===== src/hw/rtl/uidac_pkg.sv =====
// package: item types, phase and action codes, select code lookup for the uid detection sequencer
package uidac_pkg;

    localparam int unsigned MAX_LEVELS_DEF = 3;
    localparam int unsigned UID_WORDS      = 3;

    localparam logic [7:0] NVB_ANTICOL  = 8'h20;
    localparam logic [7:0] NVB_SELECT   = 8'h70;
    localparam logic [7:0] ATQA_INVALID = 8'hff;
    localparam int unsigned ATQA_RFU_BIT = 5;
    localparam int unsigned SAK_CASC_BIT = 2;

    typedef enum logic [3:0] {
        PH_IDLE    = 4'b0001,
        PH_ATQA    = 4'b0010,
        PH_ANTICOL = 4'b0100,
        PH_SAK     = 4'b1000
    } phase_t;

    typedef enum logic [2:0] {
        ACT_REQA     = 3'd0,
        ACT_ANTICOL  = 3'd1,
        ACT_SELECT   = 3'd2,
        ACT_DETECTED = 3'd3,
        ACT_FAILED   = 3'd4,
        ACT_IGNORED  = 3'd5
    } action_t;

    typedef enum logic {
        OP_START    = 1'b0,
        OP_RESPONSE = 1'b1
    } op_t;

    typedef struct packed {
        logic       op;
        logic       frame_ok;
        logic [7:0] byte0;
        logic [7:0] byte1;
        logic [7:0] byte2;
        logic [7:0] byte3;
        logic [7:0] byte4;
    } in_item_t;

    typedef struct packed {
        action_t     action;
        logic [7:0]  sel_code;
        logic [7:0]  nvb;
        logic [31:0] select_uid_bytes;
        logic [7:0]  check_byte;
        logic [63:0] uid_low;
        logic [31:0] uid_high;
        logic [1:0]  levels_done;
    } out_item_t;

    // select command code for a cascade level
    function automatic logic [7:0] sel_code_of(input logic [1:0] level);
        logic [7:0] code;
        case (level)
            2'd0:    code = 8'h93;
            2'd1:    code = 8'h95;
            default: code = 8'h97;
        endcase
        return code;
    endfunction

endpackage


===== src/hw/rtl/iso14443a_uid_anticollision.sv =====
// top level: reader-side card detection sequencer with cascade anticollision
// each accepted item's result is registered in the result register (m_item_reg)
// throughput: one item per cycle while results are taken; the only loop is the phase/uid state update
// a result that is held off by m_ready stalls the input until it is taken
// reset (aresetn low, synchronous): phase idle, cascade counts and uid store zero
module iso14443a_uid_anticollision #(
    parameter int unsigned MAX_LEVELS = uidac_pkg::MAX_LEVELS_DEF
) (
    input  logic                 aclk,
    input  logic                 aresetn,
    input  logic                 s_valid,
    output logic                 s_ready,
    input  uidac_pkg::in_item_t  s_item,
    output logic                 m_valid,
    input  logic                 m_ready,
    output uidac_pkg::out_item_t m_item
);
    import uidac_pkg::*;

    // sequencer state
    phase_t      phase_reg, phase_next;
    logic [1:0]  now_reg, now_next;       // cascade level being worked on
    logic [1:0]  last_reg, last_next;     // last cascade level announced by atqa
    logic [1:0]  levels_reg, levels_next; // levels stored so far
    logic [31:0] uid_reg [UID_WORDS];
    logic [31:0] uid_next [UID_WORDS];

    // result register
    logic        m_valid_reg;
    out_item_t   m_item_reg;
    out_item_t   res;

    logic        accept;
    logic [2:0]  atqa_count;
    logic        atqa_bad;
    logic [7:0]  xor4;
    logic [7:0]  xor5;
    logic [31:0] word;

    // accept whenever the result register is empty or drains this cycle
    assign s_ready = !m_valid_reg || m_ready;
    assign accept  = s_valid && s_ready;
    assign m_valid = m_valid_reg;
    assign m_item  = m_item_reg;

    // atqa checks: bad frame, all-ones, rfu bit, or too many cascade levels
    assign atqa_count = {1'b0, s_item.byte0[7:6]} + 3'd1;
    assign atqa_bad   = !s_item.frame_ok || (s_item.byte0 == ATQA_INVALID)
                        || s_item.byte0[ATQA_RFU_BIT]
                        || (atqa_count > 3'(MAX_LEVELS));

    // anticollision reply: four uid bytes plus bcc
    assign xor4 = s_item.byte0 ^ s_item.byte1 ^ s_item.byte2 ^ s_item.byte3;
    assign xor5 = xor4 ^ s_item.byte4;
    assign word = {s_item.byte3, s_item.byte2, s_item.byte1, s_item.byte0};

    always_comb begin
        phase_next  = phase_reg;
        now_next    = now_reg;
        last_next   = last_reg;
        levels_next = levels_reg;
        for (int i = 0; i < UID_WORDS; i++) begin
            uid_next[i] = uid_reg[i];
        end
        res        = '0;
        res.action = ACT_IGNORED;

        if (s_item.op == OP_START) begin
            // restart from any phase, wipe the uid store
            phase_next  = PH_ATQA;
            now_next    = '0;
            last_next   = '0;
            levels_next = '0;
            for (int i = 0; i < UID_WORDS; i++) begin
                uid_next[i] = '0;
            end
            res.action = ACT_REQA;
        end else begin
            unique case (phase_reg)
                PH_ATQA: begin
                    if (atqa_bad) begin
                        phase_next = PH_IDLE;
                        res.action = ACT_FAILED;
                    end else begin
                        now_next   = '0;
                        last_next  = s_item.byte0[7:6];
                        phase_next = PH_ANTICOL;
                        res.action = ACT_ANTICOL;
                    end
                end
                PH_ANTICOL: begin
                    if (!s_item.frame_ok || (xor5 != 8'd0) || (now_reg > 2'd2)) begin
                        phase_next = PH_IDLE;
                        res.action = ACT_FAILED;
                    end else begin
                        // cascade tag is stored like any other uid byte
                        uid_next[now_reg]    = word;
                        levels_next          = now_reg + 2'd1;
                        phase_next           = PH_SAK;
                        res.action           = ACT_SELECT;
                        res.select_uid_bytes = word;
                        res.check_byte       = xor4;
                    end
                end
                PH_SAK: begin
                    if (!s_item.frame_ok) begin
                        phase_next = PH_IDLE;
                        res.action = ACT_FAILED;
                    end else if (s_item.byte0[SAK_CASC_BIT] && (now_reg < last_reg)) begin
                        // uid not complete, go down one cascade level
                        now_next   = now_reg + 2'd1;
                        phase_next = PH_ANTICOL;
                        res.action = ACT_ANTICOL;
                    end else begin
                        phase_next = PH_IDLE;
                        res.action = ACT_DETECTED;
                    end
                end
                default: begin
                    res.action = ACT_IGNORED;
                end
            endcase
        end

        // command framing fields follow the new cascade level
        if (res.action == ACT_ANTICOL) begin
            res.sel_code = sel_code_of(now_next);
            res.nvb      = NVB_ANTICOL;
        end else if (res.action == ACT_SELECT) begin
            res.sel_code = sel_code_of(now_next);
            res.nvb      = NVB_SELECT;
        end

        // uid store is reported after this item's update
        res.uid_low     = {uid_next[1], uid_next[0]};
        res.uid_high    = uid_next[2];
        res.levels_done = levels_next;
    end

    // state update on every accepted item
    always_ff @(posedge aclk) begin
        if (!aresetn) begin
            phase_reg  <= PH_IDLE;
            now_reg    <= '0;
            last_reg   <= '0;
            levels_reg <= '0;
            for (int i = 0; i < UID_WORDS; i++) begin
                uid_reg[i] <= '0;
            end
        end else if (accept) begin
            phase_reg  <= phase_next;
            now_reg    <= now_next;
            last_reg   <= last_next;
            levels_reg <= levels_next;
            for (int i = 0; i < UID_WORDS; i++) begin
                uid_reg[i] <= uid_next[i];
            end
        end
    end

    // result register: valid is control, payload loads on accept only
    always_ff @(posedge aclk) begin
        if (!aresetn) begin
            m_valid_reg <= 1'b0;
        end else if (s_ready) begin
            m_valid_reg <= s_valid;
        end
    end

    always_ff @(posedge aclk) begin
        if (accept) begin
            m_item_reg <= res;
        end
    end

`ifndef SYNTH
    // the working level never passes the last announced level
    assert property (@(posedge aclk) disable iff (!aresetn)
        now_reg <= last_reg)
        else $error("cascade level beyond announced count");

    // a response while idle is ignored
    assert property (@(posedge aclk) disable iff (!aresetn)
        accept && (s_item.op == OP_RESPONSE) && (phase_reg == PH_IDLE)
        |=> m_valid && (m_item.action == ACT_IGNORED))
        else $error("response while idle not ignored");

    // a start gives reqa with an empty uid store
    assert property (@(posedge aclk) disable iff (!aresetn)
        accept && (s_item.op == OP_START)
        |=> m_valid && (m_item.action == ACT_REQA) && (m_item.uid_low == 64'd0)
            && (m_item.uid_high == 32'd0) && (m_item.levels_done == 2'd0))
        else $error("start did not clear the uid store");

    // select result carries a consistent bcc
    assert property (@(posedge aclk) disable iff (!aresetn)
        m_valid && (m_item.action == ACT_SELECT)
        |-> (m_item.check_byte == (m_item.select_uid_bytes[7:0]
            ^ m_item.select_uid_bytes[15:8] ^ m_item.select_uid_bytes[23:16]
            ^ m_item.select_uid_bytes[31:24])) && (m_item.nvb == NVB_SELECT))
        else $error("select bcc mismatch");
`endif

endmodule


===== config.mk =====
export PLATFORM = sky130hd
export DESIGN_NAME = iso14443a_uid_anticollision
export DESIGN_NICKNAME = d
export VERILOG_FILES = /design/src/hw/rtl/uidac_pkg.sv /design/src/hw/rtl/iso14443a_uid_anticollision.sv
export SDC_FILE = /design/constraint.sdc
export NUM_CORES = 1
export LEC_CHECK = 0
export ABC_AREA = 1
export BUFFER_PORTS_ARGS = -buffer_cell sky130_fd_sc_hd__buf_2
export CORE_UTILIZATION = 40
export DETAILED_ROUTE_END_ITERATION = 16
export GPL_ROUTABILITY_DRIVEN = 0
export GPL_TIMING_DRIVEN = 0
export PLACE_DENSITY = 0.68
export SLEW_MARGIN = 30
export SYNTH_ARGS = -nofsm -noshare
export SYNTH_HDL_FRONTEND = slang
export SYNTH_SLANG_ARGS = --single-unit

===== constraint.sdc =====
create_clock -name aclk -period 8.8 [get_ports aclk]
set_input_delay 0 -clock aclk [delete_from_list [all_inputs] [get_ports aclk]]
set_output_delay 0 -clock aclk [all_outputs]
set_load 0.1 [all_outputs]

==> results.md <==
* Status: finished clean
* Mapped Cells at 1233
* IO Pins at 205
* Synth unique cells at 31
* Area of the die at 0.0303 sq mm
* Worst-margin pin slew at 0.760 ns
* Hold/Removal Path Class: in2reg
* Layout cells sized above 1 at 19.2%
* Core ar. at 0.0289 sq mm
* Crit-path cells: dlygate4sd3_1, buf_2, inv_1, nand2_1, nand2_1, inv_1, nand2_1, nand2_1, nand2_1, nand2_1, nor2_2, nand3_1, nor2_2, buf_6, nand3_1, buf_2, a21oi_1
* PD cells at 216 mW/mm^2
* Crit-path max cell delay at 0.53 ns
* # diodes at 0
* First-pass DRT Iterations at 6
* Hold_sp: s_item[33]
* Max-slew headroom at 49.3%
* DR WL/cell at 17.7 microns
* Register area share after synthesis at 63.1%
* Crit path from: s_item[11]
* Postcts setup bufs at 0
* Worst hold margin at 0.0174 ns
* Fillers at 2711
* Site row count at 62
* Final Setup Violations at 0
* Critical path data arrival time at 3.11 ns
* First-pass GRT wire length at 50400 microns
* Clock sink count at 252
* Vias in the first global route at 8839
* Clock buffer depth at 3
* Setup Crit Path Kind: in2reg
* CTS tree: built
* Setup TNS at 0 ns
* VDD IR max at 0.120 mV
* Initial antenna violation count at 1
* Max Fclk at 361 MHz
* Leak Pwr at 7.16 nW
* DR DRC count at 0
* Mean Syn Cell Area at 9.59 sq um
* RR Startpoint: now_reg[1]
* Max Slew Vio Count at 0
* Post-Syn Area at 0.0118 sq mm
* Worst-path clk slew at 0.06 ns
* Core Util, Final at 50.2%
* Starting density of the core at 41.0%
* CTS H-Tree Depth at 1
* Die width at 174 microns
* Dominant cell type by area after synthesis: edfxtp_1
* Post-DP HPWL at 23700 microns
* YS warnings at 0
* Total wire length at 33500 microns
* Crit start category: input port
* Layout Skew at 0.0153 ns
* Minimum clock period at 2.77 ns
* Area occupied by multi-input gates at 0.00297 sq mm
* Yosys reg bits at 252
* Total GRT Usage at 22.0%
* Area Overhead vs Synth at 22.6%
* Slack of the worst reg-to-reg path at 6.14 ns
* Gr ovfl total at 0
* Post-synth top area share at 61.2%
* Crit path required time at 9.14 ns
* Worst setup EP type: flop
* Skew-Pair Late Insertion Delay at 0.54 ns
* Post-route ant nets at 0
* FF+latch area at 0.00746 sq mm
* Initial DRC count at 950
* Worst path top cell family by delay: buffers and inverters
* Via count at 9413
* Max FFs per register at 145
* Largest net degree at the start of global routing at 89
* Clk root buf: clkbuf_16
* Synth area leaders: edfxtp_1 61%, inv_1 8.2%, nand2_1 6.3%, nand4_1 5.3%, nor2_1 5.0%
* Fin. Hold Viols at 0
* Nets at 1539
* Fin crit share at 31.5%
* Clock buffer count from CTS at 27
* Critical Path Slowest Stage Cell: dlygate4sd3_1
* Vias per cell at 4.98
* Max Cap Viol at 0
* Max Fanout on Critical Path at 10
* RSZ-0062 raised after global routing: no
* IO Port Bufs at 195
* Die Y at 174 microns
* WP buf/inv at 6
* Cell mode on critical path: nand2_1
[cells in the mapped netlist, drive strengths merged]
cell / n
a211oi: 2
edfxtp: 241
conb: 1
ha: 5
a22oi: 1
inv: 268
o21ai: 6
nand3: 118
buf: 41
a21oi: 17
dfxtp: 11
o2111ai: 1
clkbuf: 40
clkinv: 1
nor2: 161
nand4: 100
nand2: 200
xor2: 5
o22ai: 1
xnor2: 5
nand3b: 2
nor3: 4
and3: 2
[worst paths after layout]
kind | depth (start not counted) | end
setup / recovery | 17 | m_item[103]
hold / removal | 3 | m_item[107]
setup reg to reg | 10 | m_item[103]
hold reg to reg | 2 | levels_reg[0]
[what timing repair did]
item                      CTS  global route
hold buffers               22             0
hold endpoints to repair   23             0
gates resized for setup     0             0
[cell type report]
class	count	share of cell area (%)
Sequential cell	252	51.5
Clock inverter	19	1.48
Timing Repair Buffer	219	8.63
Multi-Input combinational cell	638	20.5
Clock buffer	29	4.71
Buffer	81	2.82
Inverter	269	7.05
Tap cell	384	3.32
[worst reg2reg max path, stage by stage, from the launching register on]
cell	delay, ns
dfxtp_1	0.36
ha_1	0.20
nor2_1	0.11
nand2_1	0.13
nor2_1	0.13
nand3_1	0.10
nor2_2	0.23
buf_6	0.21
nand3_1	0.31
buf_2	0.37
a21oi_1	0.30
[power by group]
part	leakage, nW	internal, mW	total, mW	switching, mW
Combinational	4.12	0.0836	0.550	0.467
Sequential	2.61	1.39	1.41	0.0191
Clock	0.434	0.702	1.17	0.467
[cell families (layout without fill, tap and decap cells)]
group	after synthesis	in the layout	share of synthesized area (%)
XOR/XNOR	10	10	0.741
other	1	8	0.0317
AO/OA/AOI/OAI	28	28	1.29
AND/OR/NAND/NOR	587	587	22.3
adder cells (fa/ha/maj)	5	5	0.529
buffers and inverters	350	617	12.0
flip-flops	252	252	63.1
[metal layers]
| metal | wire [microns] | global-route usage (%) | vias up |
|---|---|---|---|
| met5 | 0 | 0 | - |
| met4 | 991 | 6.91 | 0 |
| met3 | 4010 | 6.08 | 75 |
| met2 | 14700 | 33.6 | 510 |
| met1 | 13800 | 30.3 | 4315 |
| li1 | - | - | 4513 |
[through the flow]
stage          cell area [sq um]  total power [mW]  setup WS, ns  instances
5_1_grt                    14500              3.21          5.97       1891
4_1_cts                    14500              3.14          6.11       1891
2_1_floorplan              11900              1.86          1.42       1240
6_report                   14500              3.13          6.03       1891
3_5_place_dp               13400              1.97          6.06       1821
3_3_place_gp               13300              1.97         0.352       1819
[placed cells by master (no fill, tap or decap), types with 8 or more instances in the layout]
cell type      count
dlygate4sd3_1     22
buf_2            214
edfxtp_1         241
inv_1            257
nor2_1           159
clkbuf_1          40
clkbuf_16         27
clkinv_1           9
buf_4             13
nand4_1          100
nand3_1          117
conb_1             8
nand2_1          198
inv_2              9
dfxtp_1           11
a21oi_1           17
Note: power is estimated with default switching activity, not from simulation.
